==> src/rtl/kvbs_pkg.sv <==
package kvbs_pkg;

    localparam int KVBS_MAX_ENTRIES = 32;
    localparam int KVBS_ENTRY_W     = 6;
    localparam int KVBS_WORD_W      = 32;
    localparam int KVBS_VALUE_W     = 40;

    localparam logic [KVBS_VALUE_W-1:0] KVBS_EST_MAX   = 40'hFF_FFFF_FFFF;
    localparam logic [KVBS_VALUE_W-1:0] KVBS_EST_RESET = 40'd8;
    localparam logic [3:0]              KVBS_WORD_BYTES = 4'd4;

    // Command codes.
    localparam logic [2:0] CMD_BEGIN   = 3'd0;
    localparam logic [2:0] CMD_PAYLOAD = 3'd1;
    localparam logic [2:0] CMD_FINISH  = 3'd2;
    localparam logic [2:0] CMD_RESET   = 3'd3;
    localparam logic [2:0] CMD_EST     = 3'd4;

    // Result kinds.
    localparam logic [2:0] KIND_VARINT  = 3'd0;
    localparam logic [2:0] KIND_PAYLOAD = 3'd1;
    localparam logic [2:0] KIND_WORD    = 3'd2;
    localparam logic [2:0] KIND_EST     = 3'd3;
    localparam logic [2:0] KIND_FULL    = 3'd4;

    typedef struct packed {
        logic [2:0]  command;
        logic [31:0] key_length;
        logic [31:0] value_length;
        logic [7:0]  data_byte;
    } req_t;

    typedef struct packed {
        logic [KVBS_VALUE_W-1:0] out_value;
        logic [2:0]              out_kind;
        logic                    last;
    } rsp_t;

    // Number of bytes in the varint32 form of a value.
    function automatic logic [2:0] varint_len(input logic [31:0] v);
        logic [2:0] n;
        n = 3'd1;
        if (|v[31:7])  n = n + 3'd1;
        if (|v[31:14]) n = n + 3'd1;
        if (|v[31:21]) n = n + 3'd1;
        if (|v[31:28]) n = n + 3'd1;
        return n;
    endfunction

endpackage

==> src/rtl/kvbs_ram.sv <==
module kvbs_ram
#(
    parameter int WIDTH = 32,
    parameter int DEPTH = 33
)
(
    input  logic                     clk,
    input  logic                     wr_en,
    input  logic [$clog2(DEPTH)-1:0] wr_addr,
    input  logic [WIDTH-1:0]         wr_data,
    input  logic                     rd_en,
    input  logic [$clog2(DEPTH)-1:0] rd_addr,
    output logic [WIDTH-1:0]         rd_data
);

    logic [WIDTH-1:0] mem [DEPTH];
    logic [WIDTH-1:0] rd_data_reg;

    always_ff @(posedge clk)
    begin
        if (wr_en)
        begin
            mem[wr_addr] <= wr_data;
        end
        if (rd_en)
        begin
            rd_data_reg <= mem[rd_addr];
        end
    end

    assign rd_data = rd_data_reg;

endmodule

==> src/rtl/kv_block_serializer_unit.sv <==
// Key-value block serializer.
// Requests enter on req (req_valid/req_stall) and results leave on rsp
// (rsp_valid/rsp_stall); a request is taken at an edge with valid high and
// stall low. A begin-entry request stores the current byte offset in the
// restart memory and emits the key and value lengths as 2 to 10 varint32
// bytes, one per cycle unless rsp stalls. A payload request passes its byte
// through; when the output register is free it is taken every cycle and its
// result appears in the next cycle. An estimate request forms a partial sum,
// then emits its saturating sum with the running estimate, left unchanged.
// Finish reads the restart memory from entry zero through the last written
// entry (address state, then the registered read data is emitted), then
// emits the entry count. A request that causes results, except a payload
// taken while the output register is free, is held in the sequencer, so
// req_stall is high from the intake edge until its last result sits in the
// output register. A stalled receiver holds rsp and pauses the sequencer.
// After rst_n the block is empty: no entries, byte count zero, estimate 8.
// The reset request does the same and gives no result. A begin entry into a
// full restart table gives a single table-full result and changes nothing.
module kv_block_serializer_unit
    import kvbs_pkg::*;
#(
    parameter int MAX_ENTRIES = KVBS_MAX_ENTRIES
)
(
    input  logic clk,
    input  logic rst_n,
    input  logic req_valid,
    output logic req_stall,
    input  req_t req,
    output logic rsp_valid,
    input  logic rsp_stall,
    output rsp_t rsp
);

    localparam int ADDR_W = $clog2(MAX_ENTRIES + 1);

    localparam logic [2:0] S_IDLE  = 3'd0;
    localparam logic [2:0] S_ONE   = 3'd1;
    localparam logic [2:0] S_VAR   = 3'd2;
    localparam logic [2:0] S_EST   = 3'd3;
    localparam logic [2:0] S_FRD   = 3'd4;
    localparam logic [2:0] S_FEMIT = 3'd5;
    localparam logic [2:0] S_FCNT  = 3'd6;

    logic [2:0]              state_reg, state_next;
    logic [31:0]             byte_count_reg, byte_count_next;
    logic [KVBS_ENTRY_W-1:0] entry_count_reg, entry_count_next;
    logic [KVBS_VALUE_W-1:0] est_reg, est_next;

    // Working registers of the sequencer.
    logic [31:0]             cur_reg, cur_next;
    logic [31:0]             vlen_reg, vlen_next;
    logic                    phase_reg, phase_next;
    logic [3:0]              nbytes_reg, nbytes_next;
    logic [33:0]             part_reg, part_next;
    logic [ADDR_W-1:0]       idx_reg, idx_next;
    logic [KVBS_VALUE_W-1:0] one_value_reg, one_value_next;
    logic [2:0]              one_kind_reg, one_kind_next;

    logic rsp_valid_reg, rsp_valid_next;
    rsp_t rsp_reg, rsp_next;
    logic out_load;
    logic out_free;

    logic              wr_en;
    logic [ADDR_W-1:0] wr_addr;
    logic              rd_en;
    logic [31:0]       rd_data;

    // Saturating sums for the estimate.
    logic [KVBS_VALUE_W:0]   est_plus_one;
    logic [KVBS_VALUE_W:0]   est_plus_entry;
    logic [KVBS_VALUE_W+1:0] est_plus_part;
    logic [3:0]              nbytes_inc;
    logic                    more;
    logic [6:0]              fin_words;

    assign out_free  = !rsp_valid_reg || !rsp_stall;
    assign req_stall = (state_reg != S_IDLE);
    assign rsp_valid = rsp_valid_reg;
    assign rsp       = rsp_reg;

    assign nbytes_inc     = nbytes_reg + 4'd1;
    assign more           = |cur_reg[31:7];
    assign est_plus_one   = {1'b0, est_reg} + (KVBS_VALUE_W+1)'(1);
    assign est_plus_entry = {1'b0, est_reg} + (KVBS_VALUE_W+1)'(KVBS_WORD_BYTES)
                            + (KVBS_VALUE_W+1)'(nbytes_inc);
    assign est_plus_part  = {2'b0, est_reg} + (KVBS_VALUE_W+2)'(part_reg);
    assign fin_words      = 7'(entry_count_reg) + 7'd2;

    assign wr_addr = ADDR_W'(entry_count_reg + KVBS_ENTRY_W'(1));

    kvbs_ram
    #(
        .WIDTH (KVBS_WORD_W),
        .DEPTH (MAX_ENTRIES + 1)
    )
    u_restart_ram
    (
        .clk     (clk),
        .wr_en   (wr_en),
        .wr_addr (wr_addr),
        .wr_data (byte_count_reg),
        .rd_en   (rd_en),
        .rd_addr (idx_reg),
        .rd_data (rd_data)
    );

    always_comb
    begin
        state_next       = state_reg;
        byte_count_next  = byte_count_reg;
        entry_count_next = entry_count_reg;
        est_next         = est_reg;
        cur_next         = cur_reg;
        vlen_next        = vlen_reg;
        phase_next       = phase_reg;
        nbytes_next      = nbytes_reg;
        part_next        = part_reg;
        idx_next         = idx_reg;
        one_value_next   = one_value_reg;
        one_kind_next    = one_kind_reg;
        out_load         = 1'b0;
        rsp_next         = rsp_reg;
        wr_en            = 1'b0;
        rd_en            = 1'b0;

        unique case (state_reg)
            S_IDLE:
            begin
                if (req_valid)
                begin
                    unique case (req.command)
                        CMD_BEGIN:
                        begin
                            if (entry_count_reg >= KVBS_ENTRY_W'(MAX_ENTRIES))
                            begin
                                one_value_next = '0;
                                one_kind_next  = KIND_FULL;
                                state_next     = S_ONE;
                            end
                            else
                            begin
                                wr_en       = 1'b1;
                                cur_next    = req.key_length;
                                vlen_next   = req.value_length;
                                phase_next  = 1'b0;
                                nbytes_next = '0;
                                state_next  = S_VAR;
                            end
                        end
                        CMD_PAYLOAD:
                        begin
                            byte_count_next = byte_count_reg + 32'd1;
                            est_next = est_plus_one[KVBS_VALUE_W] ? KVBS_EST_MAX
                                     : est_plus_one[KVBS_VALUE_W-1:0];
                            if (out_free)
                            begin
                                out_load           = 1'b1;
                                rsp_next.out_value = KVBS_VALUE_W'(req.data_byte);
                                rsp_next.out_kind  = KIND_PAYLOAD;
                                rsp_next.last      = 1'b1;
                            end
                            else
                            begin
                                one_value_next = KVBS_VALUE_W'(req.data_byte);
                                one_kind_next  = KIND_PAYLOAD;
                                state_next     = S_ONE;
                            end
                        end
                        CMD_FINISH:
                        begin
                            idx_next   = '0;
                            state_next = S_FRD;
                        end
                        CMD_RESET:
                        begin
                            byte_count_next  = '0;
                            entry_count_next = '0;
                            est_next         = KVBS_EST_RESET;
                        end
                        CMD_EST:
                        begin
                            part_next = 34'(req.key_length) + 34'(req.value_length)
                                      + 34'(KVBS_WORD_BYTES)
                                      + 34'(varint_len(req.key_length))
                                      + 34'(varint_len(req.value_length));
                            state_next = S_EST;
                        end
                        default:
                        begin
                        end
                    endcase
                end
            end
            S_ONE:
            begin
                if (out_free)
                begin
                    out_load           = 1'b1;
                    rsp_next.out_value = one_value_reg;
                    rsp_next.out_kind  = one_kind_reg;
                    rsp_next.last      = 1'b1;
                    state_next         = S_IDLE;
                end
            end
            S_VAR:
            begin
                if (out_free)
                begin
                    out_load           = 1'b1;
                    rsp_next.out_value = KVBS_VALUE_W'({more, cur_reg[6:0]});
                    rsp_next.out_kind  = KIND_VARINT;
                    rsp_next.last      = !more && phase_reg;
                    nbytes_next        = nbytes_inc;
                    if (more)
                    begin
                        cur_next = {7'b0, cur_reg[31:7]};
                    end
                    else if (!phase_reg)
                    begin
                        cur_next   = vlen_reg;
                        phase_next = 1'b1;
                    end
                    else
                    begin
                        byte_count_next  = byte_count_reg + 32'(nbytes_inc);
                        entry_count_next = entry_count_reg + KVBS_ENTRY_W'(1);
                        est_next = est_plus_entry[KVBS_VALUE_W] ? KVBS_EST_MAX
                                 : est_plus_entry[KVBS_VALUE_W-1:0];
                        state_next = S_IDLE;
                    end
                end
            end
            S_EST:
            begin
                if (out_free)
                begin
                    out_load           = 1'b1;
                    rsp_next.out_value = (|est_plus_part[KVBS_VALUE_W+1:KVBS_VALUE_W])
                                       ? KVBS_EST_MAX : est_plus_part[KVBS_VALUE_W-1:0];
                    rsp_next.out_kind  = KIND_EST;
                    rsp_next.last      = 1'b1;
                    state_next         = S_IDLE;
                end
            end
            S_FRD:
            begin
                rd_en      = 1'b1;
                state_next = S_FEMIT;
            end
            S_FEMIT:
            begin
                if (out_free)
                begin
                    // Entry zero is never written and always reads as zero.
                    out_load           = 1'b1;
                    rsp_next.out_value = (idx_reg == '0) ? '0 : KVBS_VALUE_W'(rd_data);
                    rsp_next.out_kind  = KIND_WORD;
                    rsp_next.last      = 1'b0;
                    idx_next           = idx_reg + ADDR_W'(1);
                    if (idx_reg == ADDR_W'(entry_count_reg))
                    begin
                        state_next = S_FCNT;
                    end
                    else
                    begin
                        state_next = S_FRD;
                    end
                end
            end
            S_FCNT:
            begin
                if (out_free)
                begin
                    out_load           = 1'b1;
                    rsp_next.out_value = KVBS_VALUE_W'(entry_count_reg);
                    rsp_next.out_kind  = KIND_WORD;
                    rsp_next.last      = 1'b1;
                    byte_count_next    = byte_count_reg + {23'b0, fin_words, 2'b00};
                    state_next         = S_IDLE;
                end
            end
            default:
            begin
                state_next = S_IDLE;
            end
        endcase

        if (out_load)
        begin
            rsp_valid_next = 1'b1;
        end
        else
        begin
            rsp_valid_next = rsp_valid_reg && rsp_stall;
        end
    end

    always_ff @(posedge clk or negedge rst_n)
    begin
        if (!rst_n)
        begin
            state_reg       <= S_IDLE;
            byte_count_reg  <= '0;
            entry_count_reg <= '0;
            est_reg         <= KVBS_EST_RESET;
            rsp_valid_reg   <= 1'b0;
        end
        else
        begin
            state_reg       <= state_next;
            byte_count_reg  <= byte_count_next;
            entry_count_reg <= entry_count_next;
            est_reg         <= est_next;
            rsp_valid_reg   <= rsp_valid_next;
        end
    end

    always_ff @(posedge clk)
    begin
        cur_reg       <= cur_next;
        vlen_reg      <= vlen_next;
        phase_reg     <= phase_next;
        nbytes_reg    <= nbytes_next;
        part_reg      <= part_next;
        idx_reg       <= idx_next;
        one_value_reg <= one_value_next;
        one_kind_reg  <= one_kind_next;
        rsp_reg       <= rsp_next;
    end

    // The entry count never passes the table size.
    assert property (@(posedge clk) disable iff (!rst_n)
        entry_count_reg <= KVBS_ENTRY_W'(MAX_ENTRIES))
        else $error("entry count above table size");

    // The running estimate never drops below its reset value.
    assert property (@(posedge clk) disable iff (!rst_n)
        est_reg >= KVBS_EST_RESET)
        else $error("size estimate below reset value");

    // The finish sweep never reads past the last written entry.
    assert property (@(posedge clk) disable iff (!rst_n)
        (state_reg == S_FRD || state_reg == S_FEMIT)
        |-> (idx_reg <= ADDR_W'(entry_count_reg)))
        else $error("finish index beyond entry count");

    // Two varint32 lengths take at most ten bytes.
    assert property (@(posedge clk) disable iff (!rst_n)
        (state_reg == S_VAR) |-> (nbytes_reg < 4'd10))
        else $error("varint byte count overrun");

    // A request is only taken while idle; a taken finish request starts the sweep.
    assert property (@(posedge clk) disable iff (!rst_n)
        (req_valid && !req_stall && req.command == CMD_FINISH) |=> (state_reg == S_FRD))
        else $error("finish request did not start the sweep");

endmodule
==> config.mk <==
export PLATFORM = sky130hd
export DESIGN_NAME = kv_block_serializer_unit
export DESIGN_NICKNAME = d
export VERILOG_FILES = /design/src/rtl/kvbs_pkg.sv /design/src/rtl/kvbs_ram.sv /design/src/rtl/kv_block_serializer_unit.sv
export SDC_FILE = /design/constraint.sdc
export NUM_CORES = 2
export LEC_CHECK = 0
export BUFFER_PORTS_ARGS = -buffer_cell sky130_fd_sc_hd__buf_2
export CORE_MARGIN = 4
export CORE_UTILIZATION = 38
export CTS_BUF_LIST = sky130_fd_sc_hd__clkbuf_4 sky130_fd_sc_hd__clkbuf_8
export DETAILED_ROUTE_END_ITERATION = 7
export MAX_ROUTING_LAYER = met4
export PLACE_DENSITY = 0.54
export SLEW_MARGIN = 20
export SYNTH_ARGS = -nofsm -noshare
export SYNTH_HDL_FRONTEND = slang
export SYNTH_HIERARCHICAL = 1
export SYNTH_SLANG_ARGS = --single-unit
export TNS_END_PERCENT = 100
==> constraint.sdc <==
create_clock -name clk -period 6.3 [get_ports clk]
set_clock_uncertainty 0.2 [all_clocks]
set_input_delay 1.26 -clock clk [delete_from_list [all_inputs] [get_ports clk]]
set_output_delay 1.26 -clock clk [all_outputs]
set_load 0.03 [all_outputs]
### Word-level counts from Yosys, hierarchy flattened

Memory sizes are Yosys's and may differ from the RTL's. A register that Yosys moved wholly into a read port is not among the register bits.
Index checks and enable logic that the tools add are counted.

| cells by class | value |
|---|---|
| shift-type cells | 0 |
| equal/unequal tests | 32 |
| muxes and demuxes | 114 |
| reduce and logical (&&, ||, !) cells | 39 |
| $add $sub $neg | 21 |
| div/mod/pow operators | 0 |
| bitwise gates (word level) | 1 |
| multipliers | 0 |
| $lt $le $gt $ge | 1 |

Operators by type and width:

| operator | count |
|---|---|
| 2-to-1 mux 32 bit | 12 |
| 2-to-1 mux 40 bit | 9 |
| 2-to-1 mux 44 bit | 8 |
| one-hot mux 44 bit (6 select lines) | 1 |
| one-hot mux 40 bit (2 select lines) | 3 |
| one-hot mux 32 bit (2 select lines) | 2 |
| 2-to-1 mux 3 bit | 38 |
| one-hot mux 32 bit (3 select lines) | 1 |
| OR reduction 25 bit | 3 |
| adder 34 x 3 -> 34 bit | 2 |
| 2-to-1 mux 6 bit | 8 |
| adder 40 x 1 -> 41 bit, second input constant | 1 |
| adder 40 x 3 -> 41 bit, second input constant | 1 |
| adder 40 x 34 -> 41 bit | 1 |
| adder 41 x 4 -> 41 bit | 1 |
| OR reduction 18 bit | 2 |
| adder 33 x 3 -> 34 bit, second input constant | 1 |
| adder 32 x 32 -> 33 bit | 1 |
| adder 32 x 1 -> 32 bit, second input constant | 1 |
| adder 32 x 4 -> 32 bit | 1 |
| adder 32 x 9 -> 32 bit | 1 |
| != test 2 bit, second input constant | 12 |
| one-hot mux 6 bit (2 select lines) | 2 |
| AND reduction 6 bit | 4 |
| other kinds (41) | 92 |

| word-level totals | value |
|---|---|
| ROM bits | 0 |
| register bits after elaboration | 278 |
| memories | 1 |
| bits in writable memories | 1056 |
| latch bits | 0 |

Memory list:

| memory | words | width | read ports | clocked after Yosys merged registers in | wr ports | RTL line | RTL |
|---|---|---|---|---|---|---|---|
| u_restart_ram.mem | 33 | 32 | 1 | 1 | 1 | kvbs_ram.sv:16 | `logic [WIDTH-1:0] mem [DEPTH];` |

### Depth between registers and ports, before layout

| logic depth | value |
|---|---|
| depth in word-level cells | 22 |
| gate-level depth with buffers | 23 |
| depth with buffers taken out | 23 |

### Cells and area by module

Netlist, hierarchy kept.

By module, submodules not included:

| module | instances | cells an instance | area each (um^2) |
|---|---|---|---|
| kvbs_ram | 1 | 2217 | 42161.7 |
| kv_block_serializer_unit | 1 | 2166 | 19068.3 |

### Least setup slack after synthesis

OpenSTA, ideal clock, no wires.

| timing | value |
|---|---|
| path kind | input to register |
| start | input req[68] in the netlist's numbering |
| end | register part_reg[30] (data pin) |
| cell stages on the path | 21 |
| data required time | 5.842 ns |
| setup slack | -1.173 ns |
| arrival | 7.014 ns |
| setup time | 0.258 ns |
| path through | nor4_1 -> nand3_1 -> nor2_1 -> nand3_1 -> fa_1 -> o22ai_1 -> a31oi_1 -> fa_1 -> fa_1 -> fa_1 -> inv_1 -> ha_1 -> fa_1 -> a211oi_1 -> nor2_1 -> o31a_1 -> a221o_1 -> a211o_1 -> a211o_1 -> a21oi_1 -> xnor2_1 |

| on the way | value |
|---|---|
| cells in the longest elaborated chain, start to end | 22 |

Ends and longest elaborated chain:

| element | RTL line | RTL |
|---|---|---|
| start: declaration | kv_block_serializer_unit.sv:29 | `input req_t req,` |
| OR reduction 25 bit | kvbs_pkg.sv:43 | `if (\|v[31:7]) n = n + 3'd1;` |
| 2-to-1 mux 2 bit | kvbs_pkg.sv:43 |  |
| 2-to-1 mux 3 bit | kv_block_serializer_unit.sv:133 | `unique case (req.command)` |
| 2-to-1 mux 3 bit | kv_block_serializer_unit.sv:131 | `if (req_valid)` |
| 2-to-1 mux 3 bit | kv_block_serializer_unit.sv:128 | `unique case (state_reg)` |
| adder 3 x 1 -> 3 bit | kvbs_pkg.sv:44 | `if (\|v[31:14]) n = n + 3'd1;` |
| 2-to-1 mux 3 bit | kvbs_pkg.sv:44 |  |
| 2-to-1 mux 3 bit | kv_block_serializer_unit.sv:133 |  |
| (+6 left out) | -- |  |
| 2-to-1 mux 3 bit | kv_block_serializer_unit.sv:128 |  |
| adder 3 x 1 -> 3 bit | kvbs_pkg.sv:46 | `if (\|v[31:28]) n = n + 3'd1;` |
| 2-to-1 mux 3 bit | kvbs_pkg.sv:46 |  |
| 2-to-1 mux 3 bit | kv_block_serializer_unit.sv:133 |  |
| 2-to-1 mux 3 bit | kv_block_serializer_unit.sv:131 |  |
| 2-to-1 mux 3 bit | kv_block_serializer_unit.sv:128 |  |
| adder 34 x 3 -> 34 bit * | kv_block_serializer_unit.sv:186 | `+ 34'(varint_len(req.key_length))` |
| adder 34 x 3 -> 34 bit * | kv_block_serializer_unit.sv:187 | `+ 34'(varint_len(req.value_length));` |
| end signal: assignment | kv_block_serializer_unit.sv:326 | `part_reg <= part_next;` |
| end: declaration | kv_block_serializer_unit.sv:55 | `logic [33:0] part_reg, part_next;` |

Every way passes the cells marked *; elsewhere a longest branch is shown, timed or not. The select of a mux whose other input is x is not followed.
A chain may end at the register's enable or synchronous reset.

### Worst setup path after layout

| timing | value |
|---|---|
| start | input req[68] in the netlist's numbering |
| end | register part_reg[32] (data pin) |

The elaborated chain is that of the path after synthesis.

==> impl_metrics.csv <==
group,metric,value,unit
synthesis,synth_most_common_cell,"sky130_fd_sc_hd__edfxtp_1",
final_layout,finalCoreUtilization,43.6,%
floorplan,die-height,409,microns
setup_path,critical_path_buf_inv_count,4,
synthesis,post_synth_main_area_contributors,"sky130_fd_sc_hd__edfxtp_1 (61%), sky130_fd_sc_hd__mux2i_1 (8.5%), sky130_fd_sc_hd__ha_1 (3.8%)",
sta,final-hold-violation-count,0,
synthesis,ys_seq_area_share,64.7,%
sta,slew_headroom,25.2,%
grt,via_count_of_the_first_global_routing_pass,38816,
cts,cts_tree,"done",
final_layout,design.final.nets,4961,
synthesis,yosysWarningCount,6,
placed_design,post-place-cells,6615,
setup_path,worst_ep_arrival_time,6710,ps
synthesis,synth_top_flop_cell,"sky130_fd_sc_hd__edfxtp_1",
setup_path,cp-end-kind,"flop",
detailed_routing,drtIter0Drc,3359,
synthesis,syn-num-nets,4662,
final_layout,nFillCells,14676,
pwr,power_density,326,mW/mm^2
detailed_routing,avgRoutedWirePerCell,25.4,microns
sta,final-setup-viol-count,0,
sta,f_max,161,MHz
setup_path,setup.worst_path.start_class,"input pin",
flow_run,max_cap_viol_count,0,
pwr,power_leakage,26.2,nW
cts,cts_buffer_depth,3,
sta,maxSlewViolCount,0,
cts,h-tree-depth,4,
setup_path,worst_path_maximum_fanout,4,
setup_path,worst_path_max_delay_cell,"sky130_fd_sc_hd__fa_1",
detailed_routing,routed-via-count,39671,
sta,worstMarginPinSlew,1110,ps
grt,pin_count_of_the_biggest_net_entering_global_routing,111,
cts,cts.sink_count,1333,
setup_path,crit_required,6780,ps
synthesis,synth_cells,4383,
synthesis,post_synth_edffs,1251,
synthesis,synth.avg_cell_area,14.0,sq um
floorplan,row_count,147,
sta,grt_setup_unrepaired,"yes",
final_layout,largest_register_ff_count,1056,
synthesis,synth.cell_area,0.0612,sq mm
synthesis,asyncSetResetFlopFracSynth,6.15,%
synthesis,ys_seq_elements,1333,
floorplan,fp.dieW,409,microns
setup_path,cpPeakStageDelay,550,ps
sta,finalSetupTns,0,ps
sta,share_of_the_clock_period_used_by_the_worst_path,98.9,%
detailed_routing,drt_first_pass_iters,6,
placed_design,detailed_place_hpwl,109000,microns
setup_path,cp_common_cell,"sky130_fd_sc_hd__fa_2",
detailed_routing,routed_via_density,5.65,
floorplan,die-area,0.168,sq mm
detailed_routing,ant_nets,0,
detailed_routing,drc,0,
pwr,report.power.total,22.8,mW
final_layout,syn_to_final_growth,14.2,%
synthesis,yosys.area.top_type,"sky130_fd_sc_hd__edfxtp_1",
synthesis,synth_common_cells,"sky130_fd_sc_hd__edfxtp_1 (1,251), sky130_fd_sc_hd__mux2i_1 (518), sky130_fd_sc_hd__a21oi_1 (274), sky130_fd_sc_hd__nand2_1 (254), sky130_fd_sc_hd__nor2_1 (221)",
cts,clock_tree.root_cell,"sky130_fd_sc_hd__clkbuf_8",
floorplan,io_pins,125,
cts,cts-buffers-inserted,221,
grt,total_global_routing_track_utilization,21.3,%
placed_design,post-place-ws,-876,ps
grt,globalRoute.totalOverflow,0,
cts,worst_skew_pair.late_latency,940,ps
placed_design,port_buffers,124,
final_layout,final_design_area_no_fill,0.0699,sq mm
setup_path,worst_path_cell_chain,"buf_6 > nor4_4 > nand3_2 > buf_4 > buf_4 > fa_2 > o22ai_2 > a31oi_2 > fa_2 > fa_2 > fa_1 > inv_2 > ha_4 > fa_2 > a211oi_2 > nor2_1 > o31a_1 > a221o_1 > a211o_1 > a31oi_1 > nor2b_1 > a31oi_1 > xnor2_1",
setup_path,timing.critical_path.max_delay_family,"adder cells",
floorplan,core_region_area,0.160,sq mm
grt,antenna_found_initial,6,
placed_design,routabilityCongestion,0.884,
setup_path,timing_worst_setup_path_type,"in -> reg",
final_layout,drive_gt1_share,16.8,%
cts,clkTransAtPathRegs,60,ps
worst_hold_path,min-delay-path-class,"in -> async",
cts,cts.hold.buffers_added,0,
synthesis,ys_types,87,
floorplan,initial_utilization,38.2,%
grt,grt_pass1_wl,261000,microns
synthesis,synth_top_cell_area_share,61.4,%
sta,worst_hold_slack,242,ps
final_layout,number_of_non_filler_instances_in_the_completed_layout,7025,
detailed_routing,detail_route.wirelength,178000,microns
sta,layout_setup_ws,71.8,ps
pwr,ir_drop,0.000265,V
placed_design,detailed_place.area,0.0654,sq mm
run_status,status,"finished, final reports clean",
sta,fin_crit,6230,ps
## final timing paths
path	from	endpoint	slack, ps	cells after the start
worst max-delay path	req[68]	part_reg[32]$_DFFE_PP_	70	23
worst min-delay path	rst_n	est_reg[24]$_DFFE_PN0P_	240	1
worst max register to register	nbytes_reg[0]$_SDFFCE_PN0P_	est_reg[7]$_DFFE_PN0P_	1710	14
worst min register to register	u_restart_ram/mem[32][1]$_DFFE_PP_	u_restart_ram/rd_data[1]$_DFFE_PP_	330	2
max in group asynchronous	rst_n	est_reg[21]$_DFFE_PN0P_	4740	2
min in group clk	u_restart_ram/mem[32][1]$_DFFE_PP_	u_restart_ram/rd_data[1]$_DFFE_PP_	330	2
## layout make-up
| cell class | count | area (sq um) | share of cell area [%] |
|---|---|---|---|
| flip-flops and latches | 1333 | 39600 | 56.7 |
| multi-input cells | 2728 | 20500 | 29.3 |
| clock buffers | 299 | 3660 | 5.23 |
| well taps | 2160 | 2700 | 3.86 |
| repair buffers | 332 | 2410 | 3.45 |
| clock inverters | 106 | 787 | 1.13 |
| inverters | 66 | 248 | 0.354 |
| diodes | 1 | 2.50 | 0.00358 |
## kinds of logic (layout without fill, tap and decap cells)
group / Yosys count / in the layout / synth area share (%)
DFF: 1333 / 1333 / 64.7
AOI/OAI and AO/OA: 1046 / 1046 / 11.8
and+or+nand+nor: 832 / 832 / 6.38
muxes: 524 / 524 / 8.58
buffers and inverters: 322 / 803 / 2.51
adders and majority gates: 200 / 200 / 4.25
xor gates and xnor gates: 126 / 126 / 1.80
other: 0 / 1 / 0
## what timing repair did
item                       in CTS  in global routing
setup endpoints to repair       0                  3
setup buffers                   0                  4
gates resized for setup         0                 11
## power breakdown
group | total, mW | internal (mW) | switching (mW)
Clock | 7.70 | 4.12 | 3.58
Sequential | 10.7 | 10.4 | 0.292
Combinational | 4.45 | 1.37 | 3.07
Total | 22.8 | 15.9 | 6.94
## cells in the final DEF (no fill, tap or decap), types with 18 or more instances in the layout
master and instances:
sky130_fd_sc_hd__buf_2 121, sky130_fd_sc_hd__and3_1 35, sky130_fd_sc_hd__o22ai_1 46, sky130_fd_sc_hd__buf_4 192
sky130_fd_sc_hd__nand2b_1 19, sky130_fd_sc_hd__a21oi_1 270, sky130_fd_sc_hd__nor2_4 32, sky130_fd_sc_hd__nand3_1 91
sky130_fd_sc_hd__nor4_1 20, sky130_fd_sc_hd__a21o_1 29, sky130_fd_sc_hd__a22o_1 71, sky130_fd_sc_hd__mux2i_1 518
sky130_fd_sc_hd__nor2_1 187, sky130_fd_sc_hd__dfrtp_1 74, sky130_fd_sc_hd__o211ai_1 18, sky130_fd_sc_hd__o21ai_1 21
sky130_fd_sc_hd__clkbuf_8 226, sky130_fd_sc_hd__nand4_1 42, sky130_fd_sc_hd__xor2_1 44, sky130_fd_sc_hd__ha_1 186
sky130_fd_sc_hd__xnor2_1 82, sky130_fd_sc_hd__a221oi_1 72, sky130_fd_sc_hd__clkbuf_4 73, sky130_fd_sc_hd__nand2_1 252
sky130_fd_sc_hd__o41ai_2 32, sky130_fd_sc_hd__a31oi_1 48, sky130_fd_sc_hd__nor3_1 59, sky130_fd_sc_hd__inv_1 62
sky130_fd_sc_hd__clkinv_1 55, sky130_fd_sc_hd__o21ai_0 156, sky130_fd_sc_hd__a22oi_1 130, sky130_fd_sc_hd__edfxtp_1 1251
sky130_fd_sc_hd__clkinv_2 29
## worst register-to-register path: stages (launching register included)
cell and delay [ps]:
sky130_fd_sc_hd__edfxtp_1 440, sky130_fd_sc_hd__ha_1 240, sky130_fd_sc_hd__xnor2_1 290, sky130_fd_sc_hd__ha_1 300, sky130_fd_sc_hd__inv_1 100, sky130_fd_sc_hd__ha_1 230
sky130_fd_sc_hd__a21o_1 160, sky130_fd_sc_hd__a21o_1 190, sky130_fd_sc_hd__a21oi_1 580, sky130_fd_sc_hd__nor3_2 240, sky130_fd_sc_hd__nand2_1 710, sky130_fd_sc_hd__a21oi_1 210
sky130_fd_sc_hd__a311oi_1 290, sky130_fd_sc_hd__nor2_1 70, sky130_fd_sc_hd__o22a_1 220
## per-layer routing
metal  share of wire, %  global-route usage [%]  wire length [microns]  up-vias
met4                2.2                    5.48                   3910        0
met3                6.4                    3.67                  11500      274
met5                  0                       -                      0        -
met2                 46                    32.3                  81700     1380
li1                   -                       -                      -    17861
met1                 46                    29.9                  81100    20156
(Power assumes the default switching activity.)
